<file path="config.mk">
export PLATFORM = sky130hd
export DESIGN_NAME = keyed_table_pinned_round_robin_core
export DESIGN_NICKNAME = d
export VERILOG_FILES = /design/src/rtl/ktrr_pkg.sv /design/src/rtl/keyed_table_pinned_round_robin_core.sv /design/src/rtl/ktrr_entry_store.sv /design/src/rtl/ktrr_scan_unit.sv
export VERILOG_INCLUDE_DIRS = /design/src /design/src/rtl
export SDC_FILE = /design/constraint.sdc
export NUM_CORES = 2
export LEC_CHECK = 0
export ABC_CLOCK_PERIOD_IN_PS = 6000
export BUFFER_PORTS_ARGS = -buffer_cell sky130_fd_sc_hd__buf_2
export CAP_MARGIN = 40
export CORE_MARGIN = 1
export CORE_UTILIZATION = 57
export DETAILED_ROUTE_END_ITERATION = 6
export GPL_TIMING_DRIVEN = 0
export MAX_ROUTING_LAYER = met4
export PLACE_DENSITY_LB_ADDON = 0.08
export SLEW_MARGIN = 20
export SYNTH_ARGS = -nofsm -noshare
export SYNTH_HDL_FRONTEND = slang
export SYNTH_SLANG_ARGS = --single-unit
</file>
<file path="constraint.sdc">
create_clock -name clk -period 6 [get_ports clk]
set_input_delay 0.9 -clock clk [delete_from_list [all_inputs] [get_ports clk]]
set_output_delay 0.9 -clock clk [all_outputs]
set_load 0.005 [all_outputs]
</file>
<file path="src/rtl/keyed_table_pinned_round_robin_core_defines.svh">
// Assertion macros used by the table core RTL file.
// Each macro expects clk and rst_n in scope at the point of use.
`ifndef KEYED_TABLE_PINNED_ROUND_ROBIN_CORE_DEFINES_SVH
`define KEYED_TABLE_PINNED_ROUND_ROBIN_CORE_DEFINES_SVH

`ifndef SYNTHESIS
// Same-cycle implication
`define KTRR_ASSERT_IMPLY(label, ante, cons) \
    label: assert property (@(posedge clk) disable iff (!rst_n) (ante) |-> (cons)) \
        else $error("ktrr: same-cycle check failed");
// Next-cycle implication
`define KTRR_ASSERT_NEXT(label, ante, cons) \
    label: assert property (@(posedge clk) disable iff (!rst_n) (ante) |=> (cons)) \
        else $error("ktrr: next-cycle check failed");
`else
`define KTRR_ASSERT_IMPLY(label, ante, cons)
`define KTRR_ASSERT_NEXT(label, ante, cons)
`endif

`endif

</file>
<file path="src/rtl/ktrr_pkg.sv">
package ktrr_pkg;

    // Table geometry
    localparam int ENTRIES = 16;
    localparam int SLOTS   = 4;
    localparam int IDX_W   = $clog2(ENTRIES);
    localparam int SLOT_W  = (SLOTS > 1) ? $clog2(SLOTS) : 1;

    // Field widths
    localparam int KEY_W    = 32;
    localparam int RATING_W = 24;
    localparam int RANK_W   = 8;
    localparam int MODE_W   = 4;
    localparam int STATUS_W = 2;
    localparam int SLOTIN_W = 3;
    localparam int CFG_IDX_W = 2;

    // Request modes
    localparam logic [MODE_W-1:0] MODE_READ_A       = 4'd0;
    localparam logic [MODE_W-1:0] MODE_READ_B       = 4'd1;
    localparam logic [MODE_W-1:0] MODE_READ_RANK    = 4'd2;
    localparam logic [MODE_W-1:0] MODE_WRITE_A      = 4'd3;
    localparam logic [MODE_W-1:0] MODE_WRITE_B      = 4'd4;
    localparam logic [MODE_W-1:0] MODE_WRITE_RANK   = 4'd5;
    localparam logic [MODE_W-1:0] MODE_BIND         = 4'd6;
    localparam logic [MODE_W-1:0] MODE_KEY_WRITE_A  = 4'd7;
    localparam logic [MODE_W-1:0] MODE_KEY_WRITE_B  = 4'd8;

    // Result status codes
    localparam logic [STATUS_W-1:0] STATUS_DONE   = 2'd0;
    localparam logic [STATUS_W-1:0] STATUS_NO_KEY = 2'd1;
    localparam logic [STATUS_W-1:0] STATUS_FULL   = 2'd2;

    // Configuration register indexes
    localparam logic [CFG_IDX_W-1:0] CFG_FLOOR   = 2'd0;
    localparam logic [CFG_IDX_W-1:0] CFG_CEILING = 2'd1;
    localparam logic [CFG_IDX_W-1:0] CFG_DEFAULT = 2'd2;
    localparam logic [CFG_IDX_W-1:0] CFG_RANK    = 2'd3;

    // Configuration reset values
    localparam logic [RATING_W-1:0] FLOOR_RST   = 24'd0;
    localparam logic [RATING_W-1:0] CEILING_RST = 24'hFFFFFF;
    localparam logic [RATING_W-1:0] DEFAULT_RST = 24'd1280000;
    localparam logic [RANK_W-1:0]   RANK_RST    = 8'd15;

    typedef enum logic [1:0] {
        SEL_A,
        SEL_B,
        SEL_RANK
    } wr_sel_t;

    // One profile entry
    typedef struct packed {
        logic [KEY_W-1:0]    key;
        logic                has_data;
        logic [RATING_W-1:0] rating_a;
        logic [RATING_W-1:0] rating_b;
        logic [RANK_W-1:0]   rank;
    } entry_t;

    // Entry write request from the sequencer
    typedef struct packed {
        logic                en;
        logic [IDX_W-1:0]    idx;
        logic                clear;
        logic [KEY_W-1:0]    key;
        wr_sel_t             sel;
        logic [RATING_W-1:0] rating;
        logic [RANK_W-1:0]   rank;
    } wr_req_t;

    // Compare results for the entry under scan
    typedef struct packed {
        logic hit;
        logic free;
        logic bound;
    } scan_res_t;

    // Positive as a signed 32-bit value
    function automatic logic key_usable(input logic [KEY_W-1:0] k);
        return (k != '0) && !k[KEY_W-1];
    endfunction

endpackage

</file>
<file path="src/rtl/keyed_table_pinned_round_robin_core.sv">
// Keyed profile table with slot bindings and round-robin replacement.
// Request channel s_*: one beat per request. s_tuser carries the mode,
// s_tdata the slot, keys, rating and rank. Result channel m_*: one beat per
// request, rating_out and rank_out in m_tdata, status in m_tuser.
// Configuration: cfg_we with cfg_index/cfg_data writes one register per
// clock; write only while no request is in flight.
// Sequence: reads, binds and requests without a usable key go from resolve
// straight to the result; a read with a usable key first scans every entry.
// Writes scan, then write a hit or free entry, or walk the table for an
// eviction when neither is found: the entry scan and the eviction walk
// each examine one entry per cycle through the single compare unit.
// Throughput: one request at a time, s_tready is high only while idle; the
// next request is taken no earlier than the edge at which the previous
// result beat can first be taken.
// Stall: a finished result sits in the output register until m_tready;
// the next request is accepted meanwhile, but its result waits until the
// register frees up.
// Reset: all entries empty, bindings and eviction pointer zero, registers
// at their reset values. No clearing pass is needed.
`include "keyed_table_pinned_round_robin_core_defines.svh"

module keyed_table_pinned_round_robin_core (
    input  logic         clk,
    input  logic         rst_n,
    // request beat
    input  logic         s_tvalid,
    output logic         s_tready,
    // [2:0] slot_index, [34:3] live_key, [66:35] direct_key,
    // [90:67] rating_in, [98:91] rank_in, [103:99] zero
    input  logic [103:0] s_tdata,
    // [3:0] mode
    input  logic [3:0]   s_tuser,
    // result beat
    output logic         m_tvalid,
    input  logic         m_tready,
    // [23:0] rating_out, [31:24] rank_out
    output logic [31:0]  m_tdata,
    // [1:0] status
    output logic [1:0]   m_tuser,
    // configuration
    input  logic         cfg_we,
    input  logic [1:0]   cfg_index,
    input  logic [23:0]  cfg_data
);

    localparam int IW = ktrr_pkg::IDX_W;
    localparam int KW = ktrr_pkg::KEY_W;
    localparam int RW = ktrr_pkg::RATING_W;
    localparam int NW = ktrr_pkg::RANK_W;
    localparam logic [IW-1:0] LAST_IDX = IW'(ktrr_pkg::ENTRIES - 1);

    typedef enum logic [2:0] {
        ST_IDLE,
        ST_RESOLVE,
        ST_SCAN,
        ST_DECIDE,
        ST_EVICT,
        ST_WRITE,
        ST_DONE
    } state_t;

    state_t state_reg;

    // Configuration
    logic [RW-1:0] floor_reg;
    logic [RW-1:0] ceiling_reg;
    logic [RW-1:0] default_reg;
    logic [NW-1:0] rank_limit_reg;

    // Request fields
    logic [ktrr_pkg::MODE_W-1:0]   mode_reg;
    logic [ktrr_pkg::SLOTIN_W-1:0] slot_reg;
    logic [KW-1:0] live_reg;
    logic [KW-1:0] direct_reg;
    logic [RW-1:0] rating_in_reg;
    logic [NW-1:0] rank_in_reg;

    // Table control state
    logic [ktrr_pkg::SLOTS-1:0][KW-1:0] bound_key_reg;
    logic [IW-1:0] evict_ptr_reg;
    logic [IW-1:0] scan_idx_reg;
    logic [IW-1:0] evict_cnt_reg;
    logic [KW-1:0] target_key_reg;
    logic          hit_found_reg;
    logic [IW-1:0] hit_idx_reg;
    logic          free_found_reg;
    logic [IW-1:0] free_idx_reg;
    logic [RW-1:0] cap_a_reg;
    logic [RW-1:0] cap_b_reg;
    logic [NW-1:0] cap_rank_reg;
    logic [IW-1:0] tgt_idx_reg;
    logic          tgt_clear_reg;

    // Result
    logic [RW-1:0] res_rating_reg;
    logic [NW-1:0] res_rank_reg;
    logic [ktrr_pkg::STATUS_W-1:0] res_status_reg;
    logic          m_tvalid_reg;
    logic [31:0]   m_tdata_reg;
    logic [1:0]    m_tuser_reg;

    ktrr_pkg::entry_t    rd_entry;
    ktrr_pkg::scan_res_t scan_res;
    ktrr_pkg::wr_req_t   wr_req;
    logic [IW-1:0]       rd_idx;

    logic                        slot_ok;
    logic [ktrr_pkg::SLOT_W-1:0] sidx;
    logic [KW-1:0]               slot_bound;
    logic                        is_read;
    logic                        is_write;
    logic [RW-1:0]               rating_floored;
    logic [RW-1:0]               rating_clamped;
    logic                        out_load;
    logic                        accept;

    ktrr_entry_store u_store (
        .clk      (clk),
        .rst_n    (rst_n),
        .wr       (wr_req),
        .rd_idx   (rd_idx),
        .rd_entry (rd_entry)
    );

    ktrr_scan_unit u_scan (
        .entry      (rd_entry),
        .target_key (target_key_reg),
        .bound_key  (bound_key_reg),
        .res        (scan_res)
    );

    // Request decode
    assign slot_ok    = {1'b0, slot_reg} < 4'(ktrr_pkg::SLOTS);
    assign sidx       = slot_reg[ktrr_pkg::SLOT_W-1:0];
    assign slot_bound = bound_key_reg[sidx];
    assign is_read    = mode_reg <= ktrr_pkg::MODE_READ_RANK;
    assign is_write   = ((mode_reg >= ktrr_pkg::MODE_WRITE_A)
                         && (mode_reg <= ktrr_pkg::MODE_WRITE_RANK))
                        || (mode_reg == ktrr_pkg::MODE_KEY_WRITE_A)
                        || (mode_reg == ktrr_pkg::MODE_KEY_WRITE_B);

    // Rating clamp: floor first, ceiling wins
    assign rating_floored = (rating_in_reg < floor_reg) ? floor_reg : rating_in_reg;
    assign rating_clamped = (rating_floored > ceiling_reg) ? ceiling_reg : rating_floored;

    // Scan address
    assign rd_idx = (state_reg == ST_EVICT) ? evict_ptr_reg : scan_idx_reg;

    // Entry write request
    always_comb
    begin
        wr_req.en     = (state_reg == ST_WRITE);
        wr_req.idx    = tgt_idx_reg;
        wr_req.clear  = tgt_clear_reg;
        wr_req.key    = target_key_reg;
        wr_req.rating = rating_clamped;
        wr_req.rank   = (rank_in_reg <= rank_limit_reg) ? rank_in_reg : rank_limit_reg;
        case (mode_reg)
            ktrr_pkg::MODE_WRITE_B, ktrr_pkg::MODE_KEY_WRITE_B: wr_req.sel = ktrr_pkg::SEL_B;
            ktrr_pkg::MODE_WRITE_RANK:                          wr_req.sel = ktrr_pkg::SEL_RANK;
            default:                                            wr_req.sel = ktrr_pkg::SEL_A;
        endcase
    end

    assign accept   = s_tvalid && s_tready;
    assign out_load = (state_reg == ST_DONE) && (!m_tvalid_reg || m_tready);

    // Sequencer, table control and result registers
    always_ff @(posedge clk or negedge rst_n)
    begin
        if (!rst_n)
        begin
            state_reg      <= ST_IDLE;
            floor_reg      <= ktrr_pkg::FLOOR_RST;
            ceiling_reg    <= ktrr_pkg::CEILING_RST;
            default_reg    <= ktrr_pkg::DEFAULT_RST;
            rank_limit_reg <= ktrr_pkg::RANK_RST;
            mode_reg       <= '0;
            slot_reg       <= '0;
            live_reg       <= '0;
            direct_reg     <= '0;
            rating_in_reg  <= '0;
            rank_in_reg    <= '0;
            bound_key_reg  <= '0;
            evict_ptr_reg  <= '0;
            scan_idx_reg   <= '0;
            evict_cnt_reg  <= '0;
            target_key_reg <= '0;
            hit_found_reg  <= 1'b0;
            hit_idx_reg    <= '0;
            free_found_reg <= 1'b0;
            free_idx_reg   <= '0;
            cap_a_reg      <= '0;
            cap_b_reg      <= '0;
            cap_rank_reg   <= '0;
            tgt_idx_reg    <= '0;
            tgt_clear_reg  <= 1'b0;
            res_rating_reg <= '0;
            res_rank_reg   <= '0;
            res_status_reg <= ktrr_pkg::STATUS_DONE;
            m_tvalid_reg   <= 1'b0;
            m_tdata_reg    <= '0;
            m_tuser_reg    <= '0;
        end
        else
        begin
            // configuration writes
            if (cfg_we)
            begin
                unique case (cfg_index)
                    ktrr_pkg::CFG_FLOOR:   floor_reg      <= cfg_data;
                    ktrr_pkg::CFG_CEILING: ceiling_reg    <= cfg_data;
                    ktrr_pkg::CFG_DEFAULT: default_reg    <= cfg_data;
                    ktrr_pkg::CFG_RANK:    rank_limit_reg <= cfg_data[NW-1:0];
                    default: ;
                endcase
            end

            // result beat taken
            if (m_tvalid_reg && m_tready && !out_load)
            begin
                m_tvalid_reg <= 1'b0;
            end

            unique case (state_reg)
                ST_IDLE:
                begin
                    if (accept)
                    begin
                        mode_reg       <= s_tuser;
                        slot_reg       <= s_tdata[2:0];
                        live_reg       <= s_tdata[34:3];
                        direct_reg     <= s_tdata[66:35];
                        rating_in_reg  <= s_tdata[90:67];
                        rank_in_reg    <= s_tdata[98:91];
                        res_rating_reg <= '0;
                        res_rank_reg   <= '0;
                        res_status_reg <= ktrr_pkg::STATUS_DONE;
                        state_reg      <= ST_RESOLVE;
                    end
                end

                ST_RESOLVE:
                begin
                    scan_idx_reg   <= '0;
                    hit_found_reg  <= 1'b0;
                    free_found_reg <= 1'b0;
                    if (mode_reg == ktrr_pkg::MODE_BIND)
                    begin
                        if (slot_ok && ktrr_pkg::key_usable(direct_reg))
                        begin
                            bound_key_reg[sidx] <= direct_reg;
                        end
                        else
                        begin
                            res_status_reg <= ktrr_pkg::STATUS_NO_KEY;
                        end
                        state_reg <= ST_DONE;
                    end
                    else if (is_read || is_write)
                    begin
                        logic [KW-1:0] key;
                        key = direct_reg;
                        if (mode_reg <= ktrr_pkg::MODE_WRITE_RANK)
                        begin
                            if (!slot_ok)
                            begin
                                key = '0;
                            end
                            else if (ktrr_pkg::key_usable(live_reg))
                            begin
                                bound_key_reg[sidx] <= live_reg;
                                key = live_reg;
                            end
                            else if (ktrr_pkg::key_usable(slot_bound))
                            begin
                                key = slot_bound;
                            end
                            else
                            begin
                                key = '0;
                            end
                        end
                        target_key_reg <= key;
                        if (ktrr_pkg::key_usable(key))
                        begin
                            state_reg <= ST_SCAN;
                        end
                        else
                        begin
                            res_status_reg <= ktrr_pkg::STATUS_NO_KEY;
                            if (mode_reg == ktrr_pkg::MODE_READ_A
                                || mode_reg == ktrr_pkg::MODE_READ_B)
                            begin
                                res_rating_reg <= default_reg;
                            end
                            state_reg <= ST_DONE;
                        end
                    end
                    else
                    begin
                        state_reg <= ST_DONE;
                    end
                end

                // one entry per cycle: first match and first free entry
                ST_SCAN:
                begin
                    if (scan_res.hit && !hit_found_reg)
                    begin
                        hit_found_reg <= 1'b1;
                        hit_idx_reg   <= scan_idx_reg;
                        cap_a_reg     <= rd_entry.rating_a;
                        cap_b_reg     <= rd_entry.rating_b;
                        cap_rank_reg  <= rd_entry.rank;
                    end
                    if (scan_res.free && !free_found_reg)
                    begin
                        free_found_reg <= 1'b1;
                        free_idx_reg   <= scan_idx_reg;
                    end
                    if (scan_idx_reg == LAST_IDX)
                    begin
                        state_reg <= ST_DECIDE;
                    end
                    else
                    begin
                        scan_idx_reg <= scan_idx_reg + 1'b1;
                    end
                end

                ST_DECIDE:
                begin
                    if (is_read)
                    begin
                        if (mode_reg == ktrr_pkg::MODE_READ_A)
                        begin
                            res_rating_reg <= hit_found_reg ? cap_a_reg : default_reg;
                        end
                        else if (mode_reg == ktrr_pkg::MODE_READ_B)
                        begin
                            res_rating_reg <= hit_found_reg ? cap_b_reg : default_reg;
                        end
                        else
                        begin
                            res_rank_reg <= (hit_found_reg && cap_rank_reg <= rank_limit_reg)
                                            ? cap_rank_reg : '0;
                        end
                        state_reg <= ST_DONE;
                    end
                    else if (hit_found_reg)
                    begin
                        tgt_idx_reg   <= hit_idx_reg;
                        tgt_clear_reg <= 1'b0;
                        state_reg     <= ST_WRITE;
                    end
                    else if (free_found_reg)
                    begin
                        tgt_idx_reg   <= free_idx_reg;
                        tgt_clear_reg <= 1'b1;
                        state_reg     <= ST_WRITE;
                    end
                    else
                    begin
                        evict_cnt_reg <= '0;
                        state_reg     <= ST_EVICT;
                    end
                end

                // round-robin walk, skipping entries whose key is bound
                ST_EVICT:
                begin
                    evict_ptr_reg <= (evict_ptr_reg == LAST_IDX) ? '0 : evict_ptr_reg + 1'b1;
                    if (!scan_res.bound)
                    begin
                        tgt_idx_reg   <= evict_ptr_reg;
                        tgt_clear_reg <= 1'b1;
                        state_reg     <= ST_WRITE;
                    end
                    else if (evict_cnt_reg == LAST_IDX)
                    begin
                        res_status_reg <= ktrr_pkg::STATUS_FULL;
                        state_reg      <= ST_DONE;
                    end
                    else
                    begin
                        evict_cnt_reg <= evict_cnt_reg + 1'b1;
                    end
                end

                ST_WRITE:
                begin
                    state_reg <= ST_DONE;
                end

                ST_DONE:
                begin
                    if (out_load)
                    begin
                        m_tvalid_reg <= 1'b1;
                        m_tdata_reg  <= {res_rank_reg, res_rating_reg};
                        m_tuser_reg  <= res_status_reg;
                        state_reg    <= ST_IDLE;
                    end
                end

                default:
                begin
                    state_reg <= ST_IDLE;
                end
            endcase
        end
    end

    assign s_tready = (state_reg == ST_IDLE);
    assign m_tvalid = m_tvalid_reg;
    assign m_tdata  = m_tdata_reg;
    assign m_tuser  = m_tuser_reg;

    // Checks
    `KTRR_ASSERT_NEXT(a_busy_after_accept, s_tvalid && s_tready, !s_tready)
    `KTRR_ASSERT_IMPLY(a_write_usable_key, wr_req.en, ktrr_pkg::key_usable(target_key_reg))
    `KTRR_ASSERT_IMPLY(a_no_result_overwrite, out_load, !m_tvalid || m_tready)

endmodule

</file>
<file path="src/rtl/ktrr_entry_store.sv">
module ktrr_entry_store (
    input  logic                       clk,
    input  logic                       rst_n,
    input  ktrr_pkg::wr_req_t          wr,
    input  logic [ktrr_pkg::IDX_W-1:0] rd_idx,
    output ktrr_pkg::entry_t           rd_entry
);

    logic [ktrr_pkg::KEY_W-1:0]    key_reg    [ktrr_pkg::ENTRIES];
    logic [ktrr_pkg::RATING_W-1:0] rating_a_reg [ktrr_pkg::ENTRIES];
    logic [ktrr_pkg::RATING_W-1:0] rating_b_reg [ktrr_pkg::ENTRIES];
    logic [ktrr_pkg::RANK_W-1:0]   rank_reg   [ktrr_pkg::ENTRIES];
    logic [ktrr_pkg::ENTRIES-1:0]  valid_reg;

    // Valid flags, cleared at reset
    always_ff @(posedge clk or negedge rst_n)
    begin
        if (!rst_n)
        begin
            valid_reg <= '0;
        end
        else if (wr.en)
        begin
            valid_reg[wr.idx] <= 1'b1;
        end
    end

    // Entry payload; a newly claimed entry gets the key and selected field, other fields zero
    always_ff @(posedge clk)
    begin
        if (wr.en)
        begin
            if (wr.clear)
            begin
                key_reg[wr.idx]      <= wr.key;
                rating_a_reg[wr.idx] <= (wr.sel == ktrr_pkg::SEL_A) ? wr.rating : '0;
                rating_b_reg[wr.idx] <= (wr.sel == ktrr_pkg::SEL_B) ? wr.rating : '0;
                rank_reg[wr.idx]     <= (wr.sel == ktrr_pkg::SEL_RANK) ? wr.rank : '0;
            end
            else
            begin
                unique case (wr.sel)
                    ktrr_pkg::SEL_A:    rating_a_reg[wr.idx] <= wr.rating;
                    ktrr_pkg::SEL_B:    rating_b_reg[wr.idx] <= wr.rating;
                    ktrr_pkg::SEL_RANK: rank_reg[wr.idx]     <= wr.rank;
                    default: ;
                endcase
            end
        end
    end

    // Read port at the scan index or eviction pointer
    always_comb
    begin
        rd_entry.key      = key_reg[rd_idx];
        rd_entry.has_data = valid_reg[rd_idx];
        rd_entry.rating_a = rating_a_reg[rd_idx];
        rd_entry.rating_b = rating_b_reg[rd_idx];
        rd_entry.rank     = rank_reg[rd_idx];
    end

endmodule

</file>
<file path="src/rtl/ktrr_scan_unit.sv">
module ktrr_scan_unit (
    input  ktrr_pkg::entry_t                                  entry,
    input  logic [ktrr_pkg::KEY_W-1:0]                        target_key,
    input  logic [ktrr_pkg::SLOTS-1:0][ktrr_pkg::KEY_W-1:0]   bound_key,
    output ktrr_pkg::scan_res_t                               res
);

    logic [ktrr_pkg::SLOTS-1:0] slot_match;

    // Entry key against every binding
    always_comb
    begin
        for (int s = 0; s < ktrr_pkg::SLOTS; s++)
        begin
            slot_match[s] = (bound_key[s] == entry.key);
        end
    end

    assign res.hit   = entry.has_data && (entry.key == target_key);
    assign res.free  = !entry.has_data;
    assign res.bound = |slot_match;

endmodule
</file>
Yosys cells after proc, flatten, opt, wreduce, memory -nomap -nowiden --
Memory sizes are Yosys's and may differ from the RTL's. A register that Yosys moved wholly into a read port is not among the register bits. Cells that the tools add are included.
Storage, ports and cells: register bits 458, bits in latches 0, bits in writable memories 1408, memory bits (read-only) 0, bits of input ports 139, output and inout port bits 36, memories 4
Memory list:
- u_store.key_reg | words 16, bits a word 32, read ports 1, clocked after memory_dff 0, wr ports 1, line ktrr_entry_store.sv:9 | logic [ktrr_pkg::KEY_W-1:0] key_reg [ktrr_pkg::ENTRIES];
- u_store.rating_a_reg | words 16, bits a word 24, read ports 1, clocked after memory_dff 1, wr ports 1, line ktrr_entry_store.sv:10 | logic [ktrr_pkg::RATING_W-1:0] rating_a_reg [ktrr_pkg::ENTRIES];
- u_store.rating_b_reg | words 16, bits a word 24, read ports 1, clocked after memory_dff 1, wr ports 1, line ktrr_entry_store.sv:11 | logic [ktrr_pkg::RATING_W-1:0] rating_b_reg [ktrr_pkg::ENTRIES];
- u_store.rank_reg | words 16, bits a word 8, read ports 1, clocked after memory_dff 1, wr ports 1, line ktrr_entry_store.sv:12 | logic [ktrr_pkg::RANK_W-1:0] rank_reg [ktrr_pkg::ENTRIES];
Cells by class: add/subtract/negate cells 3, multipliers 0, divide/modulo/power cells 0, order comparisons 13, equality and inequality tests 52, shift operators 0, muxes and demuxes 112, bitwise gates (word level) 5, reductions and logical operators 71
Operators by type and width (count):
- $mux 128 | 6
- $mux 24 | 16
- $mux 32 | 9
- $bwmux 128 | 2
- $eq 32x32->1 | 5
- $reduce_bool 32->1 | 4
- $pmux 24 s3 | 1
- $bmux 32 s2 | 1
- $demux 32 s2 | 1
- $mux 8 | 8
- $mux 4 | 12
- $ne 2x2->1 const B | 18
- $mux 1 | 28
- $gt 24x24->1 | 1
- $lt 24x24->1 | 1
- $mux 3 | 8
- $pmux 4 s2 | 3
- $reduce_and 2->1 | 11
- $pmux 3 s7 | 1
- $eq 4x3->1 const B | 4
- $eq 4x4->1 const B | 4
- $le 8x8->1 | 2
- $logic_and 1x1->1 | 16
- $mux 2 | 8
- other kinds (42) | 86

Longest topological paths before layout --
depth after elaboration 17, gate-level depth with buffers 28

Hierarchy --
From an unflattened synthesis, not the netlist that was laid out.
Second synthesis, totals: cell total of the unflattened synthesis 4519, area total of the unflattened synthesis 79012.0 um2
Modules (own cells, without submodules):
- ktrr_entry_store | instances 1, cells an instance 2344, area each 53911.7 um2, sequential area each 42680.9 um2
- keyed_table_pinned_round_robin_core | instances 1, cells an instance 1928, area each 23114.7 um2, sequential area each 12503.2 um2
- ktrr_scan_unit | instances 1, cells an instance 247, area each 1985.7 um2, sequential area each 0.0 um2

Worst setup path before layout --
OpenSTA, ideal clock, no wires.
path kind register to register, start register rating_in_reg[17], end memory u_store.rating_a_reg[0][22] (netlist bit), data pin, library setup time 0.299 ns, arrival time 5.297 ns, data required time 5.701 ns, path slack 0.404 ns, stages on the path, launching flop included 28, buffers on the path 2, period minus slack after synthesis 5.596 ns, cells stage by stage dfrtp_1 > ha_1 > a21o_1 > a21o_1 > a21o_1 > a21o_1 > a21o_1 > a21o_1 > a21oi_1 > nand2b_1 > a211oi_1 > clkbuf_1 > o21ai_0 > o211ai_1 > ha_1 > nor2b_1 > o21a_1 > o21a_1 > o21a_1 > o21a_1 > o21a_1 > o21a_1 > o21ai_0 > a21oi_1 > o22ai_1 > clkbuf_1 > o2111ai_1 > o211a_1
On the way: cells in the longest elaborated chain, start to end 6
RTL lines:
- start: declaration | line keyed_table_pinned_round_robin_core.sv:75 | logic [RW-1:0] rating_in_reg;
- start signal: assignment | line keyed_table_pinned_round_robin_core.sv:234 | rating_in_reg <= s_tdata[90:67];
- $lt 24x24->1 | line keyed_table_pinned_round_robin_core.sv:143 | assign rating_floored = (rating_in_reg < floor_reg) ? floor_reg : rating_in_reg;
- $mux 24 * | line keyed_table_pinned_round_robin_core.sv:143
- $gt 24x24->1 | line keyed_table_pinned_round_robin_core.sv:144 | assign rating_clamped = (rating_floored > ceiling_reg) ? ceiling_reg : rating_floored;
- $mux 24 * | line keyed_table_pinned_round_robin_core.sv:144
- $mux 24 | line ktrr_entry_store.sv:36 | rating_a_reg[wr.idx] <= (wr.sel == ktrr_pkg::SEL_A) ? wr.rating : '0;
- $mux 24 (no source line) *
- end: declaration | line ktrr_entry_store.sv:10
Every way passes the cells marked *; elsewhere a longest branch is shown, timed or not.

Final worst setup path --
start register state_reg[1], end register evict_cnt_reg[3]
On the way: cells in the longest elaborated chain, start to end 7, elaborated cells on any way between the ends 17
RTL lines:
- start: declaration | line keyed_table_pinned_round_robin_core.sv:62 | state_t state_reg;
- start signal: assignment | line keyed_table_pinned_round_robin_core.sv:173 | state_reg <= ST_IDLE;
- start signal: assignment | line keyed_table_pinned_round_robin_core.sv:239 | state_reg <= ST_RESOLVE;
- start signal: assignment | line keyed_table_pinned_round_robin_core.sv:258 | state_reg <= ST_DONE;
- $eq 3x3->1 | line keyed_table_pinned_round_robin_core.sv:147, keyed_table_pinned_round_robin_core.sv:225
- $mux 4 | line keyed_table_pinned_round_robin_core.sv:147 | assign rd_idx = (state_reg == ST_EVICT) ? evict_ptr_reg : scan_idx_reg;
- $mem_v2 16x32
- $eq 32x32->1 | line ktrr_scan_unit.sv:15 | slot_match[s] = (bound_key[s] == entry.key);
- $reduce_or 4->1 | line ktrr_scan_unit.sv:21 | assign res.bound = |slot_match;
- $ne 2x2->1 (no source line)
- $reduce_and 6->1 (no source line)
- end signal: assignment | line keyed_table_pinned_round_robin_core.sv:387 | evict_cnt_reg <= evict_cnt_reg + 1'b1;
- end: declaration | line keyed_table_pinned_round_robin_core.sv:82 | logic [IW-1:0] evict_cnt_reg;
Parallel ways exist; a longest one is shown, timed or not. A chain may end at the register's enable or synchronous reset.

==> metrics.md <==
| Metric | Value |
|---|---|
| Status | complete, but fails checks |
| Violated checks | DRC, setup timing |
| DRT Pass-1 Iters | 7 |
| TritonCTS Buffers | 190 |
| CP top delay family | simple AND/OR/NAND/NOR gates |
| Slew @ Worst Pin | 1.04 ns |
| CTS tree | built |
| Setup WS post-layout | -0.281 ns |
| Crit. End Element | flop |
| DR WL/cell | 40.2 um |
| Via count | 74240 |
| First-pass GRT wire length | 551000 um |
| Die X | 399 um |
| Crit share post-route | 105% |
| Post-synth EDFFs | 1408 |
| Initial antenna violation count | 37 |
| FFs w/ async S/R, synth | 26.7% |
| Die H | 399 um |
| Main flop type after synthesis | edfxtp_1 |
| Post-Syn Instances | 7231 |
| Leakage | 0.0391 uW |
| Comb pwr share | 48.9% |
| Worst reg2reg startpoint | state_reg[1]$_DFFE_PN0P_ |
| Terminus of the critical flop-to-flop path | evict_cnt_reg[3]$_DFFE_PN0P_ |
| Worst Path Buf+Inv | 6 |
| Largest net degree at the start of global routing | 104 |
| Endpoints failing setup | 71 |
| Crit path required time | 6.80 ns |
| Worst-path clk slew | 0.06 ns |
| Worst R2R Setup Slack | -0.28 ns |
| Post-DP Area | 97400 sq um |
| Syn Std Cell Area | 89700 sq um |
| Cell Int Power | 34400 uW |
| Vias per cell | 7.32 |
| Final core occ | 67.6% |
| Clk_lat worst skew | 0.90 ns |
| Clk sink count | 1922 |
| Post-synth cell types | 92 |
| Tot GR Track Use | 52.2% |
| #FFs+latches synth | 1922 |
| Slowest-stage cell, CP | or4_1 |
| Crit path launch type | flop |
| FP Rows | 145 |
| Reg2Reg Depth | 18 |
| Vias in the first global route | 70949 |
| Crit path arrival time | 7.08 ns |
| Drt first-iter violations | 12492 |
| Crit-path cells | or3b_1 -> buf_2 -> buf_6 -> buf_6 -> buf_4 -> clkbuf_2 -> mux2i_4 -> o22ai_1 -> o21ai_0 -> nand3_1 -> nor3_1 -> nand4_1 -> or4_1 -> nor4b_1 -> nor4_2 -> buf_2 -> or4_1 -> nand3_1 |
| Max reg flops | 512 |
| DR DRC count | 6 |
| Min Hold Slack | 0.00200 ns |
| Root Buffer | clkbuf_16 |
| Crit path largest cell delay | 0.65 ns |
| Power Density | 609 nW/um^2 |
| Peak VDD IR | 0.000621 V |
| Slew headroom | 30.2% |
| Clock power frac | 18.8% |
| Fin area | 106000 sq um |
| Sequential power share | 32.3% |
| GP Congestion | 1.13 |
| Number of routed nets with antenna violations | 0 |
| Remaining global-route overflow | 0 |
| Max Freq | 159 MHz |
| Setup TNS | -8.70 ns |
| Hold Path Class | in -> async |
| H-tree lvl count | 4 |
| Worst Clk Skew | 0.0704 ns |
| Syn avg cell area | 12.4 sq um |
| PortBufs | 169 |
| Final hold vios | 0 |
| Syn nets | 7436 |
| Initial Util | 57.4% |
| Yosys top cell area share | 47.2% |
| Area leader, netlist | edfxtp_1 |
| Post-DP HPWL | 288000 um |
| Setup Crit Path Kind | reg -> reg |
| Tmin final | 6.28 ns |
| Die ar. | 159000 sq um |
| CP max FO | 10 |
| Net Sw Frac | 46.6% |
| Layout cells sized above 1 | 20.7% |
| Area Growth Syn to Fin | 17.7% |
| Core area | 156000 sq um |
| Area contributors post-synth | edfxtp_1 (47%), dfrtp_1 (13%), nand2_1 (5.5%) |
| Routed wire length | 408000 um |
| P_sw | 30000 uW |
| Yosys Warn Count | 0 |
| Clock buffer depth | 3 |
| Max_cap viols | 0 |
| Max Slew Vio Count | 0 |
| FILL cells | 10725 |
| Ports | 175 |
| Post-synthesis sequential area ratio | 61.5% |
| Nets | 8083 |
## worst reg2reg max path: cells and delay by family (launching register included)
| kind | cells | cell delay [ns] |
|---|---|---|
| DFF | 1 | 0.52 |
| buffers and inverters | 6 | 1.84 |
| AOI/OAI and AO/OA | 2 | 0.49 |
| and+or+nand+nor | 9 | 2.79 |
| muxes | 1 | 0.59 |
## routing by layer
layer	GRT usage (%)	vias up	routed length, um
met5	-	-	0
met4	45.1	0	48000
met3	15.2	2078	51500
met2	75.6	7061	178000
met1	59.4	36363	130000
li1	-	28738	-
## cells in the final DEF (no fill, tap or decap), types with 48 or more instances in the layout
cell,Yosys,layout
a211oi_1,93,86
a21oi_1,184,177
a311oi_1,118,118
a31oi_1,85,78
and3_1,72,72
buf_16,0,60
buf_2,61,224
buf_4,37,119
buf_6,9,82
clkbuf_1,370,352
clkbuf_16,0,193
dfrtp_1,481,474
edfxtp_1,1408,1408
ha_1,66,66
inv_1,122,122
mux2_2,282,282
mux2i_1,311,267
mux4_2,188,188
nand2_1,1306,1304
nand3_1,518,517
nor2_1,219,162
nor2_4,0,48
nor3_1,86,83
o21ai_0,359,347
## final cells by class
cell class / count / area [sq um] / area share [%]
Clock inverter: 103 / 1070 / 1.02
Inverter: 124 / 465 / 0.441
Clock buffer: 250 / 5120 / 4.85
Antenna cell: 41 / 103 / 0.0972
Timing Repair Buffer: 453 / 5080 / 4.81
Tap cell: 2058 / 2570 / 2.44
Buffer: 511 / 2440 / 2.31
Multi-Input combinational cell: 4676 / 33500 / 31.7
Sequential cell: 1922 / 55200 / 52.3
## Yosys cell counts, types with 14 or more instances
master     count
edfxtp_1    1408
nand2_1     1306
nand3_1      518
dfrtp_1      481
clkbuf_1     370
o21ai_0      359
mux2i_1      311
mux2_2       282
nor2_1       219
mux4_2       188
a21oi_1      184
inv_1        122
a311oi_1     118
a211oi_1      93
nor3_1        86
a31oi_1       85
and3_1        72
ha_1          66
buf_2         61
o211a_1       57
nor4_1        48
o211ai_1      44
buf_1         42
xor2_1        41
and2_1        40
buf_4         37
nand2b_1      37
o2111ai_1     37
a222oi_1      33
dfstp_2       33
xnor2_1       29
a21o_1        28
o22ai_1       28
nand4_1       27
or3_1         24
a2111oi_0     23
a22o_1        23
o221ai_1      22
o32ai_1       22
nor2b_1       14
o31ai_1       14
## cell families after synthesis
| group | Yosys count | share of synthesized area (%) |
|---|---|---|
| compound gates | 1300 | 9.97 |
| xor+xnor | 70 | 0.684 |
| fa+ha+maj | 66 | 0.921 |
| buf+inv | 644 | 3.01 |
| flops | 1922 | 61.5 |
| mux | 783 | 11.8 |
| simple gates | 2446 | 12.1 |
## worst max path at each step
| stage | cells past startpoint | slack, ns | from | to |
|---|---|---|---|---|
| 4_1_cts | 18 | 0.00008 | scan_idx_reg[1]$_DFFE_PN0P_ | evict_cnt_reg[3]$_DFFE_PN0P_ |
| 3_3_place_gp | 1 | -6.73 | rst_n | live_reg[2]$_DFFE_PN0P_ |
| 6_report | 18 | -0.28 | state_reg[1]$_DFFE_PN0P_ | evict_cnt_reg[3]$_DFFE_PN0P_ |
| 2_1_floorplan | 27 | 0.40 | rating_in_reg[17]$_DFFE_PN0P_ | u_store.rating_a_reg[0][22]$_DFFE_PP_ |
| 5_1_grt | 29 | -0.04 | rating_in_reg[17]$_DFFE_PN0P_ | u_store.rating_b_reg[11][21]$_DFFE_PP_ |
| 3_5_place_dp | 19 | -1.86 | state_reg[1]$_DFFE_PN0P_ | cap_a_reg[16]$_DFFE_PN0P_ |
## metrics by stage
| step | power (uW) | instances | setup slack [ns] |
|---|---|---|---|
| after floorplan | 33600 | 7231 | 0.404 |
| after global placement | 45800 | 9458 | -6.73 |
| after detailed placement | 47800 | 9684 | -1.86 |
| after CTS | 61000 | 10055 | 0.0000799 |
| after global routing | 64700 | 10123 | -0.0369 |
| final | 64300 | 10138 | -0.281 |
## what timing repair did
item,in CTS,in global routing
cloned,5,7
resized for setup,195,118
endpoints found under the setup margin,847,841
buffers inserted,18,9
pin swaps,10,24
endpoints found under the hold margin,0,0
hold buffers,0,0
## power groups by stage
stage / Clock (uW) / Sequential (uW) / Combinational, uW
floorplan: 0 / 19300 / 14300
detailed placement: 0 / 20800 / 27100
CTS: 12000 / 20500 / 28500
finish: 12100 / 20700 / 31500
global route: 12500 / 20600 / 31700
global placement: 0 / 21300 / 24500
Note: power is estimated with default switching activity, not from simulation.
